$ cat config.mk
export PLATFORM = sky130hd
export DESIGN_NAME = hjbp_ram
export DESIGN_NICKNAME = d
export VERILOG_FILES = /design/src/rtl/core/hjbp_ram.sv
export SDC_FILE = /design/constraint.sdc
export NUM_CORES = 1
export LEC_CHECK = 0
export BUFFER_PORTS_ARGS = -buffer_cell sky130_fd_sc_hd__buf_2
export CELL_PAD_IN_SITES_DETAIL_PLACEMENT = 1
export CELL_PAD_IN_SITES_GLOBAL_PLACEMENT = 1
export CORE_UTILIZATION = 40
export CTS_BUF_LIST = sky130_fd_sc_hd__clkbuf_16
export DETAILED_ROUTE_END_ITERATION = 12
export PLACE_DENSITY_LB_ADDON = 0.1
export SYNTH_ARGS = -nofsm -noshare
export SYNTH_HDL_FRONTEND = slang
export SYNTH_SLANG_ARGS = --single-unit
$ cat constraint.sdc
create_clock -name clock -period 1.75 [get_ports clock]
set_input_delay 0.35 -clock clock [delete_from_list [all_inputs] [get_ports clock]]
set_output_delay 0.35 -clock clock [all_outputs]
set_load 0.01 [all_outputs]
$ cat src/rtl/core/hjbp_ram.sv
module hjbp_ram #(
   parameter int WIDTH = 8,
   parameter int DEPTH = 2
) (
   input  logic                                      clock,
   input  logic                                      we,
   input  logic [((DEPTH > 1) ? $clog2(DEPTH) : 1)-1:0] waddr,
   input  logic [WIDTH-1:0]                          wdata,
   input  logic [((DEPTH > 1) ? $clog2(DEPTH) : 1)-1:0] raddr,
   output logic [WIDTH-1:0]                          rdata
);
   logic [WIDTH-1:0] mem [DEPTH];
   logic [WIDTH-1:0] rdata_ff;

   always_ff @(posedge clock) begin
      if (we) begin
         mem[waddr] <= wdata;
      end
      rdata_ff <= mem[raddr];
   end

   assign rdata = rdata_ff;
endmodule

==> run summary, run 1 <==
The flow ran to the end, and the final reports show no timing, DRC or antenna violations. The run gives 0 as the initial antenna violation count. The final standard cell area without fillers came out at 986 sq um. The clock passes through at most 2 buffers. TritonCTS built the clock tree. Setup repair after global routing left no endpoint under its margin. For this configuration, the core starts out at a cell density of 44.0%.

Traced cell by cell, the critical path runs through buf_2. Number of vias in the routed layout: 364. Cells fill 55.3% of the core in the end. Clock tree synthesis inserted a total of 3 buffers. The worst voltage drop across the vdd grid is 1010 uV. The total routing resource utilization after global routing is 13.0%, and the width of the die is 46.3 microns.

The die outline height came out at 46.3 microns. The data arrival at the endpoint of the critical path came out at 0.69 ns. Across the run, the number of max-cap violations was 0.

The share of post-route cells with drive strength above 1 was 53.4%; the transition time at the pin with the least slew margin was 0.422 ns. The run gives 83 as the final cell count without fillers. For this run, design rule violations remaining after detail routing come to 0. The number of pins with negative max-slew slack in the final report is 0. The number of placed instances, taps included, is 79. For the via count of the first global-routing pass, the log shows 404.

Measured against its own limit, the worst slew margin works out to 71.9%. 20 I/O pins were placed. The sum of buffers and inverters on the critical path came out at 1. The mean post-synth cell area came out at 22.4 sq um. The worst path uses 59.5% of the clock period. The type of the worst setup path is reg -> out. The run gives 71 as the number of nets in the final layout. For the number of antenna-violating nets in the routed design, the log shows 0. The synthesis-stage register bit count was 24; the total wirelength of the detailed-routed design was 1130 microns. Setup violations remaining at the end of the flow were counted as 0. 0 antenna diodes ended up in the layout.

The power density over the cells works out to 1240 mW/mm^2. STA classifies the critical path startpoint as a register. The analysis attributes to cell leakage a power of 0.407 nW. The tree built by TritonCTS fans out to 24 sinks.

In this design, the stage delay of the slowest critical-path cell is 0.31 ns. In this design, the largest share of critical-path delay is due to flip-flops. For the sequential-to-total area share from yosys stat, the log shows 81.7%. Routability-driven placement finished with a final weighted congestion of 0.610. CTS placed an instance of clkbuf_16 at the clock tree root.

The post-CTS setup-driven buffer insertion count is 0, and the vias per cell is 4.39. Row generation in the floorplan step produced 15 rows. Across all hold checks on the routed design, the worst slack comes to 0.285 ns. The synthesized netlist contains 6 unique library cells. Port buffering added 19 buffers. The cell area after placement was 907 sq um. Summed over all failing endpoints, the final setup total negative slack is 0 ns. The clock latency of the later-clocked register in the worst-skew pair was 0.25 ns; the synthesized area was 785 sq um.

The total area inside the core boundary comes to 0.00178 sq mm. The maximum clock rate came out at 960 MHz. Once the clock tree was built, the resizer swapped 0 gates to a different size. The cell count after synthesis came out at 35. For the finished layout, the period the worst path requires is 1.04 ns. For the pre-CTS setup slack, the log shows 0.562 ns. The min-delay analysis places its worst path in the category in -> reg. The number of levels the H-tree was split into is 1, and the first-pass GRT wire length is 1760 microns. The wire length per cell came out at 13.6 microns. The post-layout worst setup margin was 0.708 ns; the violation count after the first detailed-route iteration was 2. Standard cell with the maximum stage delay on the critical path: dfxtp_1.

The area growth from synthesis to layout is 25.7%. The logs give 0.00173 ns for the worst clock skew and 1.40 ns for the required time of the worst setup path. Clock-pin slew was measured on the worst setup and hold paths at 0.06 ns.

The endpoint class of the critical path is a primary output. The maximum fanout along the worst path is 1. For this run, the detailed router's first-pass iteration total came to 2.

The largest net degree at the start of global routing was 14. The number of hold violations in the final report is 0. Total power for the finished layout comes to 1.22 mW. Summed over all layers, the global routing overflow is 0. Hold repair after CTS inserted 0 buffers. The count of warnings emitted by yosys came out at 0. The tools report the net count of the mapped netlist as 47. The die covers 0.00214 sq mm.
-- state kept, by name, summed over array words and instances (netlist names) --
signal,flops
rdata,8
mem,16
-- cell usage after synthesis --
cell type / instances / area (sq um)
edfxtp_1: 16 / 480
dfxtp_1: 8 / 160
mux2_4: 8 / 120
and2_1: 1 / 6.26
buf_6: 1 / 11.3
nor2b_1: 1 / 6.26
-- metal layers --
| metal | track usage [%] | share of wire, % |
|---|---|---|
| met1 | 13.6 | 39 |
| met4 | 5.29 | 0 |
| met5 | 0 | 0 |
| met2 | 23.4 | 57 |
| met3 | 4.71 | 4.1 |
-- power by group --
part	internal (mW)	switching (mW)
registers	0.650	0.0106
logic	0.0468	0.0369
clock network	0.304	0.171
total	1.00	0.218
-- cell type report --
| cell class | instances | area [sq um] |
|---|---|---|
| clock inverters | 1 | 3.75 |
| fillers | 171 | 797 |
| well taps | 25 | 31.3 |
| multi-input cells | 10 | 133 |
| repair buffers | 20 | 103 |
| flip-flops and latches | 24 | 641 |
| clock buffers | 3 | 75.1 |
-- worst paths after layout --
kind	startpoint	cells after the start	slack [ns]	to
hold reg to reg	mem[1][2]	1	0.47	rdata[2]
setup reg to reg	mem[1][5]	1	0.99	rdata[5]
hold / removal	wdata[3]	1	0.28	mem[0][3]
setup / recovery	rdata[3]	1	0.71	rdata[3]
-- logic make-up (layout without fill, tap and decap cells) --
kind of cell,count (synthesis),count (layout),synth area share (%)
DFF,24,24,81.7
and+or+nand+nor,2,2,1.60
buffers and inverters,1,24,1.44
muxes,8,8,15.3
-- layout by cell type, fill, tap and decap left out --
| cell | Yosys | routed |
|---|---|---|
| edfxtp_1 | 16 | 16 |
| clkinv_1 | 0 | 1 |
| buf_2 | 0 | 19 |
| and2_1 | 1 | 1 |
| buf_4 | 0 | 1 |
| clkbuf_16 | 0 | 3 |
| dfxtp_1 | 8 | 8 |
| mux2_4 | 8 | 8 |
| nor2b_1 | 1 | 1 |
Note: power is estimated with default switching activity, not from simulation.
==> run 2, diff against run 1 <==
ABC_AREA = 1   (was default)
CORE_UTILIZATION = 35   (was 40)
clock period = 0.9 ns   (was 1.75 ns; I/O delays follow)
==> run 2 against run 1 <==
  * Design area is 0.89% higher
  * Routed wire length increased by 7.5%
  * Clock skew down 0.0012 ns
  * Hold slack worse by 0.17 ns
  * Synthesized area is 3.0% lower
  * Sequential share of layout area is 0.57 points lower
  * Critical path depth unchanged
  * First-iteration DRC count up 50%
  * Non-clock buffer count grew 2
  * Synthesized cell count increased by 54%
  * Largest cell class unchanged
  * Global-route usage is 1.1 points lower
  * Setup slack worse by 0.66 ns
==> run summary, run 2 <==
The flow ran to the end, and the final reports show no timing, DRC or antenna violations. Largest area contributor in the netlist: edfxtp_1. The finished layout holds 106 standard cells, fillers aside.

Setup violations remaining at the end of the flow were counted as 0. The logs give 0.28 ns for the setup slack of the worst register-to-register path and 0.0495 ns for the pre-CTS setup slack. The share of post-route cells with drive strength above 1 came out at 34.2%. The area growth from synthesis to layout is 30.8%. The tools report the end-of-flow core utilization as 49.7%. After synthesis, the largest family of logic cells by area is simple AND/OR/NAND/NOR gates. For the sequential-to-total area share from yosys stat, the log shows 84.2%. In the post-synthesis netlist, the cell with the most instances is nand2_1.

The tools report the cell area after placement as 916 sq um. The number of flops mapped to enable cells by yosys came out at 16. For this run, global-route usage on met1 was measured as 14.8%. Dividing the detail-routed via count by the number of cells gives 4.34. The post-CTS setup-driven buffer insertion count was 0; the clock latency of the later-clocked register in the worst-skew pair was 0.25 ns. For the number of core rows, the log shows 16.

After routing, the total negative slack on setup checks comes to 0 ns. Routability-driven placement finished with a final weighted congestion of 0.654. The number of levels the H-tree was split into was 1. In this run the static leakage power is 0.443 nW. The total wirelength of the detailed-routed design came out at 1210 microns. The first-pass GRT wire length was 1960 microns. Broken down by cell family, the worst path's largest delay share belongs to flip-flops.

After clock tree synthesis, the clock-pin slew on the worst setup and hold paths is 0.06 ns. Area taken by flip-flops and latches: 641 sq um. Summed over all layers, the global routing overflow is 0. Via count of the first global-routing pass: 430. The transition time at the pin with the least slew margin is 0.183 ns. For the initial antenna violation count, the log shows 0. The largest net degree at the start of global routing is 14. In this run the power density over the cells is 2380 mW/mm^2. The maximum fanout along the worst path works out to 1. At the worst endpoint, the arrival time is 0.67 ns. The type of the worst setup path was reg -> out. The tools report the root cell of the clock tree as clkbuf_16. The slowest stage of the critical path is the dfxtp_1 cell.

Once detail routing completed, the nets flagged for antenna violations numbered 0. The endpoint class of the critical path was a primary output. The number of pins with negative max-slew slack in the final report is 0.

The sum of buffers and inverters on the critical path was 1. Boundary pin count: 20. Dividing the detail-routed wire length by the instance count gives 11.4 microns. During placement, the flow inserted port buffers numbering 19. The run gives 460 as the number of vias in the routed layout. By area the synthesized netlist is led by edfxtp_1 (63%), dfxtp_1 (21%), nand2_1 (12%), buf_6 (1.5%), inv_1 (0.99%). The register with the most flip-flops was mem. TritonCTS built the clock tree.

Hold is met by 0.117 ns. STA puts the critical path data required time at 0.72 ns. The maximum clock rate is 1170 MHz. Leaving out fill and tap cells, the most frequent cells in the layout are nand2_1 (25), buf_2 (19), edfxtp_1 (16).

For met2 alone, demand over resource in global routing was 17.8%. The synthesized instance count came out at 54. The initial cell density of the core was 38.0%; the number of flip-flops in the largest register was 16. The floorplan step set the die height to 48.6 microns.

For the post-cts sizing count, the log shows 0. The tools report the worst hold endpoint as mem[1][5]. Clock tree synthesis found a total of 24 sinks. The library cell used most frequently in the layout, excluding fill and tap cells, is nand2_1. Across every metal layer, demand over resource in global routing totals 11.9%. In this run the biggest area consumer among cell types represents 63.2% of the synthesized area. Between clock sinks in the finished design, the worst skew comes to 0.000499 ns.

Setup repair after global routing left no endpoint under its margin. The finished cells cover 995 sq um. The wire-length estimate of the detail-placed layout is 826 microns. The number of placed instances, taps included, is 102.

The startpoint identified for the worst register-to-register timing path is mem[0][3]. The most common flop cell mapped by yosys is edfxtp_1. The number of max-cap violations came out at 0. Global routing consumed, on the met3 layer, 2.83% of the routing resources.

The worst hold path cell count came out at 1. The layer with the highest usage was met2. The XOR/XNOR share of the synthesized area is 0%, and the delay of the slowest cell on the worst path is 0.30 ns. In the synthesized netlist, the cells that appear most often are nand2_1 (25), edfxtp_1 (16), dfxtp_1 (8). The post-layout minimum cycle time came out at 0.854 ns. VDD sags by at most 1380 uV. The class of the most critical hold timing path is in -> reg. The multi-input combinational cells in the finished layout cover a total of 100 sq um.

The repair_antennas step left the layout with diodes totalling 0. The synthesis-stage register bit count was 24. The tools report the number of nets in the final layout as 92.

The run gives 0 as the count of unresolved DRC violations after routing. Summing the areas of all fa, ha and maj instances in the mapped netlist gives 0% of the synthesized area. The share of the clock period used by the worst path after layout was 94.9%; the power consumption was 2.37 mW. Of the post-synthesis cell area, the part taken by muxes is 0%.

Kind of start point of the critical path: a register. Measured in cells, the most critical reg-to-reg path has a length of 2. The die covers 0.00236 sq mm. Worst min-delay path startpoint: wdata[5]. The total area inside the core boundary comes to 0.00200 sq mm.

Counting every net in the synthesized netlist gives 66. The end of the worst register-to-register path is rdata[3]. The Yosys step of the flow raised 0 warnings. The mean post-synth cell area works out to 14.1 sq um. The detailed router finished its first iteration with 3 violations.

Summing the areas of all and, or, nand and nor instances in the mapped netlist gives 12.8% of the synthesized area. The number of hold violations in the final report is 0, and the clock tree buffer depth is 2. The post-synthesis compound-gate area fraction came out at 0%.

In this run the horizontal extent of the chip is 48.6 microns. Counting flops with an async set or reset pin after synthesis yields a share of 0%. Clock tree synthesis inserted a total of 3 buffers. Across all setup checks in the final design, the least slack found is 0.0459 ns.

Measured against its own limit, the worst slew margin works out to 87.8%. After synthesis, the netlist uses 7 different library cells. The run gives 761 sq um as the synthesized area. Number of hold buffers added after cts: 0. The critical path goes through buf_2. The count of filler cells inserted in the layout was 226. The run gives 2 as the detailed-routing iteration count for the pre-antenna-repair pass.
[run 2: changes by cell type after synthesis, sizes merged]
cell	before	now
nor2b	1	0
inv	0	3
mux2	8	0
and2	1	0
nand2	0	25
nor2	0	1
[run 2: metal layers]
layer / part of all wire [%] / wire length [microns]
met5: 0 / 0
met4: 0.99 / 12
met3: 3.9 / 47
met2: 50 / 609
met1: 45 / 540
[run 2: how the worst max path moves through the flow]
stage          startpoint   endpoint  slack [ns]  cells after the start
3_3_place_gp        waddr  mem[0][7]        0.07                      3
3_5_place_dp        waddr  mem[1][1]        0.05                      4
2_1_floorplan          we  mem[0][0]        0.11                      2
6_report         rdata[0]   rdata[0]        0.05                      1
5_1_grt          rdata[2]   rdata[2]       0.007                      1
4_1_cts          rdata[0]   rdata[0]        0.04                      1
[run 2: report_power, final]
part	leakage (nW)	total [mW]	internal [mW]	switching (mW)
combinational	0.187	0.154	0.0684	0.0853
sequential	0.218	1.28	1.26	0.0183
clock	0.0385	0.934	0.592	0.342
total	0.443	2.37	1.92	0.446
[run 2: cell families after synthesis]
| logic type | after synthesis |
|---|---|
| simple gates | 26 |
| buf+inv | 4 |
| flops | 24 |
[run 2: area by class of cell]
class	instances	area share (%)
sequential	24	64.4
timing repair buffer	22	13.1
multi-input combinational	26	10.1
clock buffer	3	7.55
tap	27	3.40
inverter	3	1.13
clock inverter	1	0.377
