<file path="config.mk">
export PLATFORM = sky130hd
export DESIGN_NAME = hjbp_hash
export DESIGN_NICKNAME = d
export VERILOG_FILES = /design/src/rtl/core/hjbp_pkg.sv /design/src/rtl/core/hjbp_hash.sv
export SDC_FILE = /design/constraint.sdc
export NUM_CORES = 1
export LEC_CHECK = 0
export BUFFER_PORTS_ARGS = -buffer_cell sky130_fd_sc_hd__buf_4
export CORE_UTILIZATION = 37
export CTS_BUF_LIST = sky130_fd_sc_hd__clkbuf_4
export DETAILED_ROUTE_END_ITERATION = 12
export GPL_ROUTABILITY_DRIVEN = 0
export HOLD_SLACK_MARGIN = 0.12
export PLACE_DENSITY = 0.83
export SLEW_MARGIN = 15
export SYNTH_ARGS = -nofsm -noshare
export SYNTH_HDL_FRONTEND = slang
export SYNTH_SLANG_ARGS = --single-unit
</file>
<file path="constraint.sdc">
create_clock -name clock -period 3.4 [get_ports clock]
set_clock_uncertainty 0.2 [all_clocks]
set_input_delay 0.34 -clock clock [delete_from_list [all_inputs] [get_ports clock]]
set_output_delay 0.34 -clock clock [all_outputs]
set_load 0.02 [all_outputs]
</file>
<file path="src/rtl/core/hjbp_pkg.sv">
package hjbp_pkg;

   localparam int SLOTS_PER_BUCKET_DEF = 2;
   localparam int HEAD_BUCKETS_DEF     = 1024;
   localparam int POOL_BUCKETS_DEF     = 1024;

   localparam int KEY_W      = 64;
   localparam int COUNT_W    = 12;
   localparam int COUNT_MAX  = 4095;
   localparam int BBITS_W    = 4;
   localparam int HASH_IN_W  = 15;
   localparam int REQ_DATA_W = 128;
   localparam int RSP_DATA_W = 80;
   localparam int CSR_DATA_W = 4;

   localparam logic CSR_BUCKET_BITS     = 1'b0;
   localparam logic CSR_MATCH_VALUE_TOO = 1'b1;

   localparam logic OP_BUILD = 1'b0;
   localparam logic OP_PROBE = 1'b1;

   typedef struct packed {
      logic [KEY_W-1:0] value;
      logic [KEY_W-1:0] key;
   } tuple_type;

endpackage

</file>
<file path="src/rtl/core/hjbp_hash.sv">
module hjbp_hash #(
   parameter int HEAD_BUCKETS = hjbp_pkg::HEAD_BUCKETS_DEF
) (
   input  logic                              clock,
   input  logic                              reset,
   input  logic                              start,
   input  logic [hjbp_pkg::KEY_W-1:0]        key,
   input  logic [hjbp_pkg::BBITS_W-1:0]      bucket_bits,
   output logic                              done,
   output logic [$clog2(HEAD_BUCKETS)-1:0]   index
);
   import hjbp_pkg::*;

   localparam int HW = $clog2(HEAD_BUCKETS);
   localparam longint RECIP = (64'd1 << 32) / HEAD_BUCKETS;
   localparam int PROD_W = HASH_IN_W + 32;
   localparam int REM_W = 18;

   logic [HASH_IN_W-1:0] x_ff, x_in;
   logic [PROD_W-1:0]    prod_ff;
   logic [REM_W-1:0]     rem_ff;
   logic [2:0]           v_ff;
   logic [HASH_IN_W-1:0] mask;
   logic [HASH_IN_W-1:0] quot;
   logic [REM_W-1:0]     qh;

   // Reduce modulo HEAD_BUCKETS by a reciprocal multiply; the estimate is
   // low by at most one, so one compare and subtract corrects it.
   always_comb begin
      mask = HASH_IN_W'((32'd1 << bucket_bits) - 32'd1);
      x_in = key[HASH_IN_W-1:0] & mask;
      quot = prod_ff[PROD_W-1:32];
      qh   = REM_W'(34'(quot) * 34'(HEAD_BUCKETS));
   end

   always_ff @(posedge clock) begin
      if (reset) begin
         v_ff <= '0;
      end else begin
         v_ff <= {v_ff[1:0], start};
      end
      if (start) begin
         x_ff <= x_in;
      end
      prod_ff <= PROD_W'(x_ff) * PROD_W'(32'(RECIP));
      rem_ff  <= REM_W'(x_ff) - qh;
   end

   assign done  = v_ff[2];
   assign index = (rem_ff >= REM_W'(HEAD_BUCKETS)) ?
                  HW'(rem_ff - REM_W'(HEAD_BUCKETS)) : HW'(rem_ff);
endmodule

</file>
==> results.txt, run 1 <==
The flow ran to the end, and the final reports show no timing, DRC or antenna violations. The number of H-tree branching levels came out at 1. The most numerous cell in the Yosys netlist is dfxtp_1. The count of synthesis-stage warnings from yosys came out at 0. After synthesis, the cell types taking the most area are edfxtp_1 (40%), dfxtp_1 (34%), nor2b_1 (4.1%). The pre-antenna-repair detailed-routing pass consisted of 4 iterations. The cell depth of the worst hold path is 2.

The analysis attributes to cell leakage a power of between 0.4 and 0.5 nW. The number of nets in the final layout came out at 159. Counting distinct cell types in the post-synthesis netlist gives 21. After the first detailed-routing iteration, the DRC count stood at 2.

The fill cell instance count of the final layout came out at 160. The biggest fanout along the worst timing path came out at 9. After clock tree synthesis, the clock-pin slew on the worst setup and hold paths is ~0.11 ns. The cell area power density is about 480 nW/um^2. The sequential cell area is ~560 sq um. The highest attainable clock frequency is approximately 520 MHz. Setup repair after global routing left no endpoint under its margin. The post-route fraction of the period consumed by the critical path came out at 56.3%. The met3 routed wirelength came out at between 70 and 80 um. The kind of cell adding the most delay to the critical path is simple AND/OR/NAND/NOR gates. The most used flip-flop cell after synthesis is dfxtp_1.

The routed length on met1 is approximately 460 um. The startpoint identified for the worst hold timing path is key[1]. For this design the top-level I/O count stands at 82.

The DRC violation count after routing came out at 0. The initial antenna violation count is 0. STA classifies the critical path endpoint as a flip-flop. The estimated wirelength of the detail-placed design came out at about 840 um. The share of Yosys cell area claimed by the top area cell type is 39.6%. Walking the worst path, the cells encountered are buf_4, or4b_2, ha_1, xor2_1, and2_1.

TritonCTS built the clock tree. The average cell area after synthesis is around 15 sq um. The netlist area before placement came out at 758 sq um. The highest cell delay on the worst timing path is approximately 0.67 ns. Clock tree synthesis found a total of 23 sinks.

For hold timing, the worst endpoint is x_ff[1]. The clock insertion delay at the later pin of the skew report is 0.29 ns. The maximum count of clock buffers along a single path is 2.

The initial cell density of the core came out at between 30% and 40%. Summed over all failing endpoints, the final setup total negative slack is 0 ns. The highest layer touched by signal routing is met4. In the routed layout, each cell is associated on average with a via count of about 4.4. In this run the critical register-to-register path is captured at v_ff[2]. In this run the worst hold path is classified as in -> reg. Synthesis handed over a netlist of 51 instances.

The number of buffers created by CTS came out at 3. The register-to-register setup slack came out at approximately 2.7 ns. The first global-routing pass estimated ~1600 um of wire. The biggest area contributor in the post-synthesis netlist is edfxtp_1. The startpoint of the worst register-to-register path is v_ff[1].

Counting I/O delays and the setup requirement, the final critical path takes 1.92 ns. The final count of negative-setup-slack endpoints came out at 0. The worst setup path is launched from an input port. Input and output buffers added on the ports amount to 27. The area added between synthesis and finish is 40.9%.

By startpoint and endpoint, the worst setup path is classified as in -> reg. Global routing used ~11% of the available tracks across all layers. Max-cap violations in this run came to 0.

The headroom to the max-slew limit came out at 78.9%. The number of hold violations in the final report came out at 0. The overall die area is 2230 sq um.

The async set-reset flop share out of synthesis came out at 0%. The site row count came out at 16. Measured along the y axis, the die boundary spans 47.3 um. The met2 layer wire length in the routed design is 658 um. The worst reg2reg path depth is 1. The worst-margin pin slew is 0.312 ns. The max-slew violation count is 0. The multi-input combinational cells in the finished layout cover a total of about 180 sq um.

The worst path required time is between 3 and 4 ns. The total buffers and inverters traversed by the critical path is 1. Of the cells placed in the final design, the portion with a size suffix greater than 1 is between 40% and 50%. The number of nets with antenna violations after routing is 0.

The share of the core filled with cells in the final layout is a little under three fifths. The number of enable flip-flop cells after synthesis is 10. The overall overflow remaining after global route came out at 0. The number of global-route vias before repair was around 400.

The count of vias placed by the detailed router is approximately 500. The post-synthesis sequential area ratio came out at 73.9%. The slowest stage of the critical path belongs to the cell or4b_2. CTS placed an instance of clkbuf_4 at the clock tree root. IR analysis of the VDD net gives a maximum drop of 0.000193 V. The number of antenna diodes is 0. The core area came out at just under 2000 sq um. The wire length per cell after detailed routing is approximately 11 um. The net count after synthesis is between 100 and 150. The number of storage elements in the synthesis netlist came out at 23. The data arrival at the endpoint of the critical path is 1.78 ns. In this run the horizontal extent of the chip is about 47 um. The maximum number of pins on one net before global-route repair is 13. Sorting the synthesized cells by how often they occur yields dfxtp_1 (13), edfxtp_1 (10), nor2b_1 (5), o21a_1 (3). The total detailed-routing wirelength is between 1000 and 1500 um.
==> sequential cells by signal, summed over array words and instances, names as in the netlist <==
| register | cells |
|---|---|
| rem_ff | 10 |
| x_ff | 10 |
| v_ff | 3 |
==> what timing repair did <==
action                    CTS  global route
hold buffers                3             3
hold endpoints to repair    5             3
setup buffers               0             0
gates resized for setup     0             0
==> area by class of cell <==
cell class / instances / share of cell area [%]
clock buffers: 4 / 2.81
flip-flops and latches: 23 / 52.5
well taps: 27 / 3.16
repair buffers: 33 / 24.6
multi-input cells: 26 / 17.0
==> worst max-delay path by stage <==
stage / depth (start not counted) / to / start / slack, ns
after detailed placement: 5 / x_ff[2] / bucket_bits[2] / 1.17
after CTS: 5 / x_ff[2] / bucket_bits[2] / 1.50
after global routing: 5 / x_ff[2] / bucket_bits[2] / 1.47
final: 5 / x_ff[2] / bucket_bits[2] / 1.48
after global placement: 5 / x_ff[2] / bucket_bits[2] / 1.20
after floorplan: 5 / x_ff[2] / bucket_bits[2] / 1.27
==> layout by cell type (no fill, tap or decap), drive strengths merged <==
master / Yosys / final
xor2: 1 / 1
ha: 1 / 1
nand2: 1 / 1
buf: 2 / 27
o211ai: 1 / 1
a21oi: 2 / 2
and2: 3 / 3
edfxtp: 10 / 10
o21a: 3 / 3
or4: 1 / 1
nor2b: 5 / 5
nor4b: 1 / 1
clkbuf: 0 / 4
dfxtp: 13 / 13
nor3: 1 / 1
dlygate4sd3: 0 / 6
nor2: 2 / 2
or4b: 1 / 1
o21ai: 1 / 1
o311a: 1 / 1
nand3: 1 / 1
==> per-layer routing <==
metal  vias to the layer above  GRT usage (%)
li1                        253              -
met1                       230           11.7
met2                        16           18.4
met3                         2           3.85
met4                         0           10.3
met5                         -              0
==> cell families (layout without fill, tap and decap cells) <==
| group | Yosys count | in the layout | share of synthesized area (%) |
|---|---|---|---|
| xor gates and xnor gates | 1 | 1 | 1.16 |
| adders and majority gates | 1 | 1 | 1.65 |
| DFF | 23 | 23 | 73.9 |
| AOI/OAI and AO/OA | 8 | 8 | 7.43 |
| and+or+nand+nor | 16 | 16 | 13.7 |
| buffers and inverters | 2 | 37 | 2.14 |
==> metrics by stage <==
stage / power (W) / worst slack, ns / cell area [sq um] / cells / hold WS (ns)
detailed placement: 0.000388 / 1.17 / 978 / 103 / 0.127
finish: 0.000508 / 1.48 / 1070 / 113 / 0.135
CTS: 0.000511 / 1.50 / 1040 / 110 / 0.125
floorplan: 0.000351 / 1.27 / 758 / 51 / 0.123
global placement: 0.000385 / 1.20 / 978 / 103 / 0.125
global route: 0.000536 / 1.47 / 1070 / 113 / 0.123
==> power by group <==
part	leakage [nW]	switching [W]	internal (W)
Combinational	0.216	0.0000331	0.0000375
Sequential	0.206	0.00000445	0.000311
Clock	0.0184	0.0000684	0.0000536
No activity file was read; power rests on OpenSTA's default activity.
==> inputs of run 2 (changes only) <==
CORE_UTILIZATION = 35   (was 37)
PLACE_DENSITY = 0.79   (was 0.83)
clock period = 1.85 ns   (was 3.4 ns; I/O delays follow)
==> results.txt, run 2 (same netlist as run 1, synthesis figures left out) <==
The hold buffer count at CTS is 12. The count of clock tree sinks is 23. Port buffering added 27 buffers.

STA puts the critical path data arrival time at 1.58 ns. STA classifies the critical path endpoint as a flip-flop. The wire length per cell after detailed routing is around 12 um. The max-slew violation count came out at 0. The met2 global-route usage is a little over a fifth. The initial antenna violation count came to 0.

The total negative setup slack is 0 ns. The clock transition at the registers of the reported paths is approximately 0.11 ns. The final worst hold slack is about 0.13 ns. TritonCTS built the clock tree. For this run, the detailed router's first-pass iteration total came to 2. Setup repair after global routing left no endpoint under its margin.

The die extent in y came out at between 40 and 50 um. For this design the total switching power over the nets is about 0.00022 W. In the final layout, the multi-input gates occupy slightly below 200 sq um. The number of primary I/O pins is between 80 and 90. The number of global-route vias before repair came out at 501.

The layer flagged by global routing as most heavily used is met2. The largest registers in the layout are rem_ff x10, x_ff x10, v_ff x3. The fill cell instance count of the final layout came out at approximately 170. The final count of negative-setup-slack endpoints came out at 0. The detailed router placed approximately 550 vias in this run. The total power after layout came out at approximately 0.00096 W. For this run, the top clock speed supported by timing is slightly below 600 MHz. The critical path class is in -> reg. The iteration-0 DRC count of the detailed router is 3.

The number of max-cap violations is 0. The top cell types in the final layout, fill and taps aside, are buf_4 (31), dlygate4sd3_1 (13), dfxtp_1 (13). The run finished with clean final reports. The internal power contribution is between 0.0007 and 0.0008 W.

The register share of total power is between 60 and 70%. The number of placed cells counting well taps is between 100 and 150. The number of antenna diodes came out at 0. The most frequent standard cell in the layout excluding fill and tap cells is buf_4. The sequential cell area came out at between 500 and 600 sq um. The initial cell density of the core is about 38%. The cell depth of the worst hold path came out at 3.

At the later pin of the worst-skew pair, clock insertion delay measures 0.31 ns. The count of placed standard cells in the final layout, fillers left out came out at around 120. The post-cts resize count is 0. The headroom to the max-slew limit came out at slightly below 80%. The time the final worst path needs with I/O delays and setup is about 1.7 ns. The type of the most critical hold path is in -> reg. The worst-case IR drop observed on VDD is roughly 0.00045 V. The maximum count of clock buffers along a single path is 2. The slowest stage of the critical path is the dlygate4sd3_1 cell. The number of H-tree branching levels came out at 1. The post-route fraction of the period consumed by the critical path came out at slightly above 90%.

In this run switching power makes up between 20% and 30% of total power. The count of nets left with antenna violations once routing finished came out at 0. Clock tree synthesis selected as its root buffer the cell clkbuf_4.

STA classifies the critical path startpoint as an input port. The estimated wirelength of the detail-placed design came out at a little under 1000 um. Global routing consumed, on the met3 layer, approximately 4.4% of the routing resources. For this run, design rule violations remaining after detail routing come to 0. The worst path required time came out at roughly 1.7 ns. The area added between synthesis and finish is 55.9%. The post-route netlist has slightly above 40% of its cells at a drive strength greater than 1. The met1 routing resource usage after global routing came out at about 14%. Summed over all layers, the global routing overflow is 0. Per report_power, the combinational group accounts for between 10% and 20% of the total. The analysis attributes to cell leakage a power of approximately 0.49 nW. Buffers added to address setup during post-CTS repair amount to 0. The core area came out at 2000 sq um. After detailed routing, the total wire length is between 1000 and 1500 um. The part of the power in the clock network is 23.3%. The signal on the critical path passes through buf_4, or4_4, dlygate4sd3_1, and2_4. The worst reg2reg path depth came out at 1.

In this design, the stage delay of the slowest critical-path cell is 0.58 ns. The number of buffers created by CTS came out at 3. The width of the chip came out at 48.5 um. The number of hold violations in the final report came out at 0.

The overall die area came out at 2360 sq um. The worst-margin pin slew is roughly 0.33 ns. Along the worst path, the maximum fanout reaches 3. Entering global routing, the biggest net connects 14 pins. The global-route wire length before repair came out at approximately 2200 um. The total global-route track usage is approximately an eighth. Power spread over the standard cell area amounts to between 800 and 900 nW/um^2.

The via density per instance is roughly 4.4. The site row count came out at 16. The number of nets in the final layout is 170.
[run 2: layer usage]
| metal | vias up | wire [um] |
|---|---|---|
| li1 | 275 | - |
| met1 | 247 | 600 |
| met2 | 20 | 745 |
| met3 | 3 | 71 |
| met4 | 0 | 21 |
| met5 | - | 0 |
[run 2: worst paths after layout]
path / end / slack (ns) / from
min: x_ff[3] / 0.13 / bucket_bits[2]
max: x_ff[0] / 0.15 / bucket_bits[2]
max reg2reg: v_ff[1] / 1.14 / v_ff[0]
min reg2reg: rem_ff[0] / 0.15 / x_ff[0]
[run 2: metrics by stage]
| stage | util, % | setup slack, ns | instance area [sq um] |
|---|---|---|---|
| after global placement | 51.2 | 0.0307 | 1020 |
| after floorplan | - | 0.0764 | 774 |
| after global routing | 59.1 | 0.148 | 1180 |
| after detailed placement | 51.2 | 0.0130 | 1020 |
| after CTS | 58.6 | 0.357 | 1170 |
| final | 59.1 | 0.147 | 1180 |
[run 2: critical path, delay by kind of cell]
kind / cells / cell delay, ns
buffers and inverters: 2 / 0.70
AND/OR/NAND/NOR: 2 / 0.70
[run 2: area by class of cell]
class	count	share of cell area [%]
tap	27	2.86
clock inverter	1	0.423
clock buffer	3	1.90
sequential	23	47.4
timing repair buffer	44	30.7
multi-input combinational	26	16.7
[run 2: power by group through the flow]
stage / registers (W) / clock network (W) / logic [W]
2_1_floorplan: 0.000617 / 0 / 0.0000311
3_3_place_gp: 0.000591 / 0 / 0.000126
3_5_place_dp: 0.000595 / 0 / 0.000129
4_1_cts: 0.000583 / 0.000226 / 0.000150
5_1_grt: 0.000586 / 0.000246 / 0.000160
6_report: 0.000583 / 0.000223 / 0.000151
