## src/rtl/core/hjbp_pkg.sv

```systemverilog
package hjbp_pkg;

   localparam int SLOTS_PER_BUCKET_DEF = 2;
   localparam int HEAD_BUCKETS_DEF     = 1024;
   localparam int POOL_BUCKETS_DEF     = 1024;

   localparam int KEY_W      = 64;
   localparam int COUNT_W    = 12;
   localparam int COUNT_MAX  = 4095;
   localparam int BBITS_W    = 4;
   localparam int HASH_IN_W  = 15;
   localparam int REQ_DATA_W = 128;
   localparam int RSP_DATA_W = 80;
   localparam int CSR_DATA_W = 4;

   localparam logic CSR_BUCKET_BITS     = 1'b0;
   localparam logic CSR_MATCH_VALUE_TOO = 1'b1;

   localparam logic OP_BUILD = 1'b0;
   localparam logic OP_PROBE = 1'b1;

   typedef struct packed {
      logic [KEY_W-1:0] value;
      logic [KEY_W-1:0] key;
   } tuple_type;

endpackage

```

## src/rtl/core/hjbp_match.sv

```systemverilog
module hjbp_match #(
   parameter int CW = 12
) (
   input  logic                   clock,
   input  logic                   clear,
   input  logic                   enable,
   input  logic                   match_value_too,
   input  hjbp_pkg::tuple_type    slot,
   input  hjbp_pkg::tuple_type    probe,
   output logic [CW-1:0]          count
);
   import hjbp_pkg::*;

   logic [CW-1:0] count_ff;
   logic          hit;

   assign hit = (slot.key == probe.key) &&
                (!match_value_too || (slot.value == probe.value));

   always_ff @(posedge clock) begin
      if (clear) begin
         count_ff <= '0;
      end else if (enable && hit) begin
         count_ff <= count_ff + CW'(1);
      end
   end

   assign count = count_ff;
endmodule

```

## config.mk

```make
export PLATFORM = sky130hd
export DESIGN_NAME = hjbp_match
export DESIGN_NICKNAME = d
export VERILOG_FILES = /design/src/rtl/core/hjbp_pkg.sv /design/src/rtl/core/hjbp_match.sv
export SDC_FILE = /design/constraint.sdc
export NUM_CORES = 1
export LEC_CHECK = 0
export CAP_MARGIN = 20
export CELL_PAD_IN_SITES_DETAIL_PLACEMENT = 1
export CELL_PAD_IN_SITES_GLOBAL_PLACEMENT = 2
export CORE_AREA = 2 2 106 108
export DETAILED_ROUTE_END_ITERATION = 12
export DIE_AREA = 0 0 108 110
export DONT_BUFFER_PORTS = 1
export HOLD_SLACK_MARGIN = 0.15
export PLACE_DENSITY_LB_ADDON = 0.1
export SLEW_MARGIN = 30
export SYNTH_ARGS = -nofsm -noshare
export SYNTH_HDL_FRONTEND = slang
export SYNTH_SLANG_ARGS = --single-unit
```

## constraint.sdc

```tcl
create_clock -name clock -period 2.8 [get_ports clock]
set_input_delay 0.56 -clock clock [delete_from_list [all_inputs] [get_ports clock]]
set_output_delay 0.56 -clock clock [all_outputs]
set_load 0.02 [all_outputs]
```

==> results of run 1 <==
[cells in the mapped netlist, drive strengths merged]
master   number  area share
nand2         2      0.0033
and3          3      0.0082
o2bb2ai       1      0.0038
nand3         6       0.013
a2111oi      12       0.082
o22ai         3      0.0082
mux2         11       0.054
xnor2       102        0.39
mux2i         1      0.0044
a22o          3       0.012
ha            1      0.0055
nand4        30       0.082
o221ai        2      0.0077
clkbuf        2      0.0033
dfxtp        12        0.11
buf           4       0.012
inv          17       0.028
nor2b        15       0.044
nand2b       11       0.030
a211oi        1      0.0055
o2111ai       3       0.012
nor4         10       0.027
and2          1      0.0027
xor2          6       0.023
a22oi         2      0.0066
nor2         12       0.020
nand4b        1      0.0038
[through the flow]
| stage | total power [uW] | hold WS [ns] |
|---|---|---|
| 3_3_place_gp | 382 | 0.651 |
| 6_report | 543 | 0.509 |
| 3_5_place_dp | 385 | 0.652 |
| 2_1_floorplan | 362 | 0.614 |
| 5_1_grt | 585 | 0.529 |
| 4_1_cts | 555 | 0.504 |
[power breakdown]
| group | internal, uW | switching [uW] | leakage, uW |
|---|---|---|---|
| Combinational | 134 | 73.3 | 0.000588 |
| Clock | 95.1 | 69.9 | 0.0000216 |
| Sequential | 171 | 0.0000000000000000711 | 0.0000966 |
[worst max-delay path by stage]
stage | startpoint | endpoint | slack, ns | cells past startpoint
finish | probe[121] | count[11] | 0.39 | 7
global route | probe[79] | count[11] | 0.21 | 7
CTS | probe[121] | count[11] | 0.29 | 7
detailed placement | probe[121] | count[11] | 0.04 | 7
global placement | probe[121] | count[11] | 0.13 | 7
floorplan | slot[47] | count[10] | 0.61 | 7
[cells by family (layout without fill, tap and decap cells)]
group	after synthesis	after routing	synth area share
mux	12	12	0.0587
flops	12	12	0.105
compound gates	27	27	0.137
fa+ha+maj	1	1	0.00549
simple gates	91	91	0.235
buf+inv	23	24	0.0434
xor+xnor	108	108	0.415
[critical path, delay by kind of cell]
family                 cells  cell delay, ns
AND/OR/NAND/NOR            3            0.71
XOR/XNOR                   1            0.15
buffers and inverters      1            0.24
multiplexers               1            0.39
AO/OA/AOI/OAI              1            0.50
[cell type report]
| class | instances | area (sq um) |
|---|---|---|
| inverter | 17 | 63.8 |
| sequential | 12 | 240 |
| clock buffer | 3 | 41.3 |
| tap | 140 | 175 |
| timing repair buffer | 4 | 30.0 |
| multi-input combinational | 239 | 1940 |
| fill | 1290 | 8210 |
[layer usage]
layer / track usage / part of all wire
met1: 0.121 / 0.31
met2: 0.286 / 0.58
met3: 0.0312 / 0.10
met4: 0.0174 / 0.0049
met5: 0 / 0
==> out/qor.log, run 1 <==
qor: outcome.status finished clean
qor: clock_tree.clock_sinks 12
qor: place.hpwlAfterDp 7670 um
qor: floorplanning.die_area 11900 sq um
qor: place.placement.cell_area 2450 sq um
qor: synth.synth_seq_area_share 0.105
qor: clock_tree.cts-buffers-inserted 3
qor: power_and_ir_drop.power.leakage 0.000707 uW
qor: worst_hold_path.worst_hold_path.endpoint count[1]
qor: setup_path.reg2reg_setup_slack 0.62 ns
qor: synth.synth.cell_area 2280 sq um
qor: global_routing.first_global_vias 2384
qor: global_routing.grt_usage 0.130
qor: sta.post-route-period-util 0.860
qor: global_routing.grt_max_degree 25
qor: job.maxcap_viol_count 0
qor: power_and_ir_drop.power.density 218 nW/um^2
qor: synth.syn-instance-count 274
qor: setup_path.required 2.93 ns
qor: setup_path.r2r_start count[3]
qor: finish.areaGrowthSynthToFinish 9.28%
qor: sta.clock-skew-final 0.00315 ns
qor: sta.totalNegativeSetupSlack 0 ns
qor: clock_tree.ctsResizeCount 0
qor: sta.timing.final.crit_period 2.41 ns
qor: routing.total_vias_in_the_final_route 2090
qor: setup_path.data_arrival_critical_path 2.54 ns
qor: setup_path.stage_delay_of_the_slowest_cell_on_the_critical_path 0.50 ns
qor: floorplanning.fp-row-count 38
qor: clock_tree.cts.path.max_buffers 2
qor: routing.firstDrtPassIters 4
qor: setup_path.critPathLaunchType input port
qor: clock_tree.worst_skew_pair.late_latency 0.24 ns
qor: setup_path.timing.reg2reg.worst_path_depth 6
qor: finish.layout.cells.most_common_list xnor2_1 (102), nand4_1 (30), inv_1 (17)
qor: routing.detailedRoute.firstIterationViolations 25
qor: clock_tree.postCtsHoldBufs 0
qor: setup_path.path_common_cell nand4_1
qor: sta.final_hold_viol_count 0
qor: sta.setup_repair_after_global_routing_missed_its_margin no
qor: place.portBuffers 0
qor: finish.post-route-util 0.233
qor: finish.layout_commonest_cell xnor2_1
qor: sta.final.setup.worst_slack 0.393 ns
qor: floorplanning.core-area 10700 sq um
qor: global_routing.grt_first_pass_wirelength 11800 um
qor: setup_path.critPathMaxFanout 11
qor: routing.drc 0
qor: finish.number_of_flip_flops_in_the_largest_register 12
qor: clock_tree.h-tree-depth 1
qor: synth.ys_warn_count 0
qor: worst_hold_path.beginning_of_the_worst_hold_path clear
qor: sta.slew_viol_final 0
qor: setup_path.critical_path.reg2reg.endpoint count[11]
qor: place.dpl_worst_slack 0.0380 ns
qor: finish.antenna-diode-count 0
qor: routing.route.detailed.wl_per_inst 20.2 um
qor: floorplanning.die_w 108 um
qor: synth.ys_ff_latch 12
qor: setup_path.slowest_stage_cell_crit_path a2111oi_0
qor: finish.final_cells 415
qor: global_routing.antenna_found_initial 0
qor: finish.fraction_of_layout_instances_using_a_drive_strength_above_1 0.0800
qor: worst_hold_path.class_of_the_tightest_hold_or_removal_check in -> reg
qor: clock_tree.root_cell_of_the_clock_tree clkbuf_8
qor: routing.ant_nets 0
qor: setup_path.worstSetupEndpointType register
qor: synth.syn-mean-instance-area 8.32 sq um
qor: clock_tree.tritoncts_clock_tree done
qor: sta.timing.fmax 415 MHz
qor: floorplanning.effective_utilization_at_floorplan 0.213
qor: finish.final_net_count 538
qor: sta.worst_slew_pin_slew 0.472 ns
qor: power_and_ir_drop.worst_ir_drop_vdd 110 uV
qor: routing.viasPerCell 5.04
qor: place.dpl.cell_count 412
qor: sta.relSlewSlack 0.677
qor: clock_tree.worst_setup_hold_path_clk_slew 0.06 ns
qor: finish.finish.instance_area 2490 sq um
qor: floorplanning.io_pins 272
qor: clock_tree.cts_post_setup_buffers_inserted 0
qor: worst_hold_path.hold-path-cell-count 2
qor: sta.finalSetupViolations 0
qor: place.place_congestion 0.788
qor: routing.final_wl 8370 um
qor: floorplanning.fp.dieH 110 um
qor: global_routing.grt_overflow 0
qor: synth.synthesis.nets 535
qor: setup_path.path_cells xnor2_1 -> nand4_1 -> nor4_1 -> nand4_1 -> buf_4 -> a2111oi_0 -> mux2_2
qor: setup_path.path_class in -> reg
qor: synth.yosys.cell_types.count 34
Note: power is estimated with default switching activity, not from simulation.
==> run 2: changes to the inputs <==
GPL_ROUTABILITY_DRIVEN = 0   (was unset)
RECOVER_POWER = 25   (was unset)
==> out/qor.log, run 2 (synthesis results as in run 1) <==
qor: outcome.status finished clean [unchanged]
qor: sta.slew_viol_final 0 [unchanged]
qor: sta.setup_repair_after_global_routing_missed_its_margin no [unchanged]
qor: clock_tree.postCtsHoldBufs 0 [unchanged]
qor: setup_path.data_arrival_critical_path 2.54 ns [about the same]
qor: global_routing.grt_overflow 0 [unchanged]
qor: global_routing.first_global_vias 2384 [unchanged]
qor: clock_tree.clock_sinks 12 [unchanged]
qor: finish.filler_cell_count 1290 [unchanged]
qor: finish.layout_commonest_cell xnor2_1 [unchanged]
qor: routing.route.detailed.wl_per_inst 20.2 um [unchanged]
qor: global_routing.grt_max_degree 25 [unchanged]
qor: clock_tree.h-tree-depth 1 [unchanged]
qor: power_and_ir_drop.power.density 218 nW/um^2 [about the same]
qor: power_and_ir_drop.worst_ir_drop_vdd 110 uV [unchanged]
qor: sta.finalSetupViolations 0 [unchanged]
qor: sta.worst_slew_pin_slew 0.472 ns [unchanged]
qor: routing.drc 0 [unchanged]
qor: place.hpwlAfterDp 7670 um [unchanged]
qor: sta.post-route-period-util 0.860 [unchanged]
qor: finish.areaGrowthSynthToFinish 9.11% [was 9.28%]
qor: routing.firstDrtPassIters 4 [unchanged]
qor: floorplanning.fp.dieH 110 um [unchanged]
qor: sta.timing.final.crit_period 2.41 ns [unchanged]
qor: clock_tree.cts-buffers-inserted 3 [unchanged]
qor: routing.final_wl 8370 um [unchanged]
qor: clock_tree.cts.path.max_buffers 2 [unchanged]
qor: floorplanning.io_pins 272 [unchanged]
qor: global_routing.grt_first_pass_wirelength 11800 um [unchanged]
qor: setup_path.path_class in -> reg [unchanged]
qor: worst_hold_path.hold-path-cell-count 2 [unchanged]
qor: global_routing.grt_usage 0.130 [unchanged]
qor: clock_tree.root_cell_of_the_clock_tree clkbuf_8 [unchanged]
qor: setup_path.critPathMaxFanout 11 [unchanged]
qor: power_and_ir_drop.power.total 543 uW [unchanged]
qor: setup_path.r2r_start count[3] [unchanged]
qor: worst_hold_path.class_of_the_tightest_hold_or_removal_check in -> reg [unchanged]
qor: floorplanning.die_area 11900 sq um [unchanged]
qor: setup_path.worstSetupEndpointType register [unchanged]
qor: clock_tree.tritoncts_clock_tree done [unchanged]
qor: worst_hold_path.beginning_of_the_worst_hold_path clear [unchanged]
qor: sta.clock-skew-final 0.00315 ns [unchanged]
qor: routing.total_vias_in_the_final_route 2090 [unchanged]
qor: floorplanning.effective_utilization_at_floorplan 0.213 [unchanged]
qor: clock_tree.worst_skew_pair.late_latency 0.24 ns [about the same]
qor: power_and_ir_drop.power.leakage 0.000702 uW [was 0.000707 uW]
qor: sta.timing.fmax 415 MHz [unchanged]
qor: sta.holdWs 0.509 ns [unchanged]
qor: setup_path.timing.reg2reg.worst_path_depth 6 [unchanged]
qor: routing.ant_nets 0 [unchanged]
qor: setup_path.reg2reg_setup_slack 0.62 ns [about the same]
qor: clock_tree.worst_setup_hold_path_clk_slew 0.06 ns [about the same]
qor: floorplanning.die_w 108 um [unchanged]
qor: finish.layout.cells.most_common_list xnor2_1 (102), nand4_1 (30), inv_1 (17) [unchanged]
qor: clock_tree.ctsResizeCount 0 [unchanged]
qor: worst_hold_path.worst_hold_path.endpoint count[1] [unchanged]
qor: floorplanning.core-area 10700 sq um [unchanged]
qor: finish.final_net_count 538 [unchanged]
qor: sta.relSlewSlack 0.677 [unchanged]
qor: routing.detailedRoute.firstIterationViolations 25 [unchanged]
qor: finish.antenna-diode-count 0 [unchanged]
qor: sta.totalNegativeSetupSlack 0 ns [unchanged]
qor: place.portBuffers 0 [unchanged]
qor: routing.viasPerCell 5.04 [unchanged]
qor: setup_path.critPathLaunchType input port [unchanged]
qor: global_routing.antenna_found_initial 0 [unchanged]
qor: finish.fraction_of_layout_instances_using_a_drive_strength_above_1 0.0764 [was 0.0800]
qor: finish.number_of_flip_flops_in_the_largest_register 12 [unchanged]
qor: setup_path.critical_path.reg2reg.endpoint count[11] [unchanged]
qor: floorplanning.fp-row-count 38 [unchanged]
qor: setup_path.required 2.93 ns [about the same]
qor: clock_tree.cts_post_setup_buffers_inserted 0 [unchanged]
qor: sta.final_hold_viol_count 0 [unchanged]
qor: job.maxcap_viol_count 0 [unchanged]
run 2: cell types whose count changed in the layout (fill, tap and decap cells not counted):
cell	before	now
buf_4	4	3
clkbuf_1	0	1
run 2: how the worst max path moves through the flow:
stage | endpoint | from | slack [ns] | depth (start not counted)
after global routing | count[11] | probe[79] | 0.21 | 7
after detailed placement | count[11] | probe[121] | 0.04 | 7
after floorplan | count[10] | slot[47] | 0.61 | 7
after global placement | count[11] | probe[121] | 0.13 | 7
after CTS | count[11] | probe[121] | 0.29 | 7
final | count[11] | probe[121] | 0.39 | 7
run 2: metrics by stage:
step,cells,utilization,area (sq um),worst slack (ns)
floorplan,274,-,2280,0.605
global placement,412,0.229,2450,0.129
detailed placement,412,0.229,2450,0.0380
CTS,415,0.233,2490,0.287
global route,415,0.233,2490,0.210
finish,415,0.233,2490,0.393
run 2: cell type report:
cell class	count	area (sq um)	share of cell area
Clock buffer	3	41.3	0.0166
Inverter	17	63.8	0.0257
Multi-Input combinational cell	239	1940	0.780
Sequential cell	12	240	0.0966
Tap cell	140	175	0.0704
Timing Repair Buffer	4	26.3	0.0106
run 2: worst max-delay path: stages:
cell	delay, ns
xnor2_1	0.15
nand4_1	0.13
nor4_1	0.41
nand4_1	0.17
buf_4	0.24
a2111oi_0	0.50
mux2_2	0.39
run 2: where the power goes:
| group | internal [uW] | total, uW | switching (uW) |
|---|---|---|---|
| combinational | 134 | 208 | 73.3 |
| clock | 95.1 | 165 | 69.9 |
| sequential | 171 | 171 | 0.0000000000000000711 |
| total | 400 | 543 | 143 |
run 2: metal layers:
metal / vias up / track usage / wire length, um
met5: - / 0 / 0
met1: 946 / 0.121 / 2580
met4: 0 / 0.0174 / 41
li1: 982 / - / -
met2: 156 / 0.286 / 4890
met3: 6 / 0.0312 / 861
==> run 3: changes to the inputs <==
PLACE_DENSITY = 0.61   (was unset)
PLACE_DENSITY_LB_ADDON = unset   (was 0.1)
==> out/qor.log, run 3 (synthesis results as in run 1) <==
qor: outcome.status finished clean [unchanged]
qor: worst_hold_path.beginning_of_the_worst_hold_path clear [unchanged]
qor: finish.number_of_flip_flops_in_the_largest_register 12 [unchanged]
qor: sta.timing.final.crit_period 2.48 ns [was 2.41 ns]
qor: clock_tree.cts-buffers-inserted 3 [unchanged]
qor: routing.firstDrtPassIters 3 [was 4]
qor: floorplanning.io_pins 272 [unchanged]
qor: finish.multi_input_logic_area 1940 sq um [unchanged]
qor: job.maxcap_viol_count 0 [unchanged]
qor: global_routing.grt_max_degree 25 [unchanged]
qor: clock_tree.clock_sinks 12 [unchanged]
qor: place.placement.cell_area 2450 sq um [unchanged]
qor: finish.finish.instance_area 2490 sq um [about the same]
qor: sta.post-route-period-util 0.886 [was 0.860]
qor: finish.fraction_of_layout_instances_using_a_drive_strength_above_1 0.0800 [was 0.0764]
qor: clock_tree.tritoncts_clock_tree done [unchanged]
qor: global_routing.first_global_vias 2309 [was 2384]
qor: place.portBuffers 0 [unchanged]
qor: sta.final_hold_viol_count 0 [unchanged]
qor: setup_path.critical_path.reg2reg.endpoint count[11] [unchanged]
qor: sta.slew_viol_final 0 [unchanged]
qor: sta.setup_repair_after_global_routing_missed_its_margin no [unchanged]
qor: finish.areaGrowthSynthToFinish 9.28% [was 9.11%]
qor: floorplanning.effective_utilization_at_floorplan 0.213 [unchanged]
qor: routing.detailedRoute.firstIterationViolations 59 [was 25]
qor: setup_path.data_arrival_critical_path 2.61 ns [was 2.54 ns]
qor: clock_tree.cts_post_setup_buffers_inserted 0 [unchanged]
qor: power_and_ir_drop.power.density 215 nW/um^2 [was 218 nW/um^2]
qor: clock_tree.postCtsHoldBufs 0 [unchanged]
qor: finish.antenna-diode-count 0 [unchanged]
qor: setup_path.worstSetupEndpointType register [unchanged]
qor: global_routing.grt_first_pass_wirelength 11400 um [was 11800 um]
qor: setup_path.r2r_start count[2] [was count[3]]
qor: routing.final_wl 7920 um [was 8370 um]
qor: floorplanning.die_w 108 um [unchanged]
qor: routing.ant_nets 0 [unchanged]
qor: floorplanning.core-area 10700 sq um [unchanged]
qor: setup_path.slowest_stage_cell_crit_path nor4_1 [was a2111oi_0]
qor: setup_path.crit_buf_inv 1 [unchanged]
qor: setup_path.critPathLaunchType input port [unchanged]
qor: routing.total_vias_in_the_final_route 2080 [was 2090]
qor: floorplanning.fp-row-count 38 [unchanged]
qor: clock_tree.worst_skew_pair.late_latency 0.24 ns [about the same]
qor: setup_path.reg2reg_setup_slack 0.60 ns [was 0.62 ns]
qor: routing.drc 0 [unchanged]
qor: finish.final_net_count 538 [unchanged]
qor: setup_path.required 2.93 ns [about the same]
qor: worst_hold_path.hold-path-cell-count 2 [unchanged]
qor: clock_tree.h-tree-depth 1 [unchanged]
qor: finish.ff_latch_area 240 sq um [unchanged]
qor: sta.finalSetupViolations 0 [unchanged]
qor: clock_tree.cts.path.max_buffers 2 [unchanged]
qor: clock_tree.root_cell_of_the_clock_tree clkbuf_8 [unchanged]
qor: sta.timing.fmax 403 MHz [was 415 MHz]
qor: finish.filler_cell_count 1314 [was 1290]
qor: setup_path.timing.reg2reg.worst_path_depth 6 [unchanged]
qor: clock_tree.worst_setup_hold_path_clk_slew 0.05 ns [was 0.06 ns]
qor: setup_path.stage_delay_of_the_slowest_cell_on_the_critical_path 0.47 ns [was 0.50 ns]
qor: finish.layout_commonest_cell xnor2_1 [unchanged]
qor: routing.route.detailed.wl_per_inst 19.1 um [was 20.2 um]
qor: finish.layout.cells.most_common_list xnor2_1 (102), nand4_1 (30), inv_1 (17) [unchanged]
qor: setup_path.path_cells xnor2_1 -> nand4_1 -> nor4_1 -> nand4_1 -> buf_4 -> a2111oi_0 -> mux2_2 [unchanged]
qor: setup_path.path_common_cell nand4_1 [unchanged]
qor: worst_hold_path.class_of_the_tightest_hold_or_removal_check in -> reg [unchanged]
qor: global_routing.grt_overflow 0 [unchanged]
qor: sta.worst_slew_pin_slew 0.444 ns [was 0.472 ns]
qor: sta.relSlewSlack 0.697 [was 0.677]
qor: global_routing.grt_usage 0.124 [was 0.130]
qor: place.hpwlAfterDp 7350 um [was 7670 um]
qor: sta.clock-skew-final 0.00181 ns [was 0.00315 ns]
qor: worst_hold_path.worst_hold_path.endpoint count[1] [unchanged]
qor: power_and_ir_drop.power.leakage 0.000707 uW [was 0.000702 uW]
qor: routing.viasPerCell 5.01 [was 5.04]
qor: setup_path.cpLargestDelayFamily simple AND/OR/NAND/NOR gates [unchanged]
qor: power_and_ir_drop.worst_ir_drop_vdd 127 uV [was 110 uV]
qor: global_routing.antenna_found_initial 0 [unchanged]
qor: setup_path.path_class in -> reg [unchanged]
qor: clock_tree.ctsResizeCount 0 [unchanged]
qor: floorplanning.die_area 11900 sq um [unchanged]
qor: floorplanning.fp.dieH 110 um [unchanged]
qor: setup_path.critPathMaxFanout 11 [unchanged]
qor: sta.totalNegativeSetupSlack 0 ns [unchanged]
-- run 3: final cells by class --
type	instances	area share
multi-input combinational	239	0.779
sequential	12	0.0964
tap	140	0.0703
inverter	17	0.0256
clock buffer	3	0.0166
timing repair buffer	4	0.0121
-- run 3: metrics by stage --
| stage | setup WS (ns) | cells | hold WS (ns) | util | total power [uW] |
|---|---|---|---|---|---|
| floorplan | 0.605 | 274 | 0.614 | - | 362 |
| global placement | -0.0683 | 412 | 0.637 | 0.229 | 381 |
| detailed placement | -0.0814 | 412 | 0.649 | 0.229 | 385 |
| CTS | 0.184 | 415 | 0.518 | 0.233 | 548 |
| global route | 0.132 | 415 | 0.524 | 0.233 | 575 |
| finish | 0.321 | 415 | 0.522 | 0.233 | 536 |
-- run 3: metal layers --
metal,global-route usage,vias to the layer above,part of all wire
met4,0.0119,0,0.0056
met2,0.240,150,0.52
met3,0.0323,4,0.097
met5,0,-,0
li1,-,983,-
met1,0.139,943,0.38
-- run 3: how the worst max path moves through the flow --
stage	start	endpoint	slack (ns)	cells past startpoint
global route	probe[96]	count[11]	0.13	7
finish	probe[115]	count[11]	0.32	7
global placement	probe[115]	count[11]	-0.07	7
CTS	probe[113]	count[11]	0.18	7
floorplan	slot[47]	count[10]	0.61	7
detailed placement	probe[113]	count[11]	-0.08	7
-- run 3: where the power goes --
part	switching (uW)	internal [uW]	total, uW
logic	73.3	134	208
registers	0.0000000000000000651	171	171
clock network	62.8	94.8	158
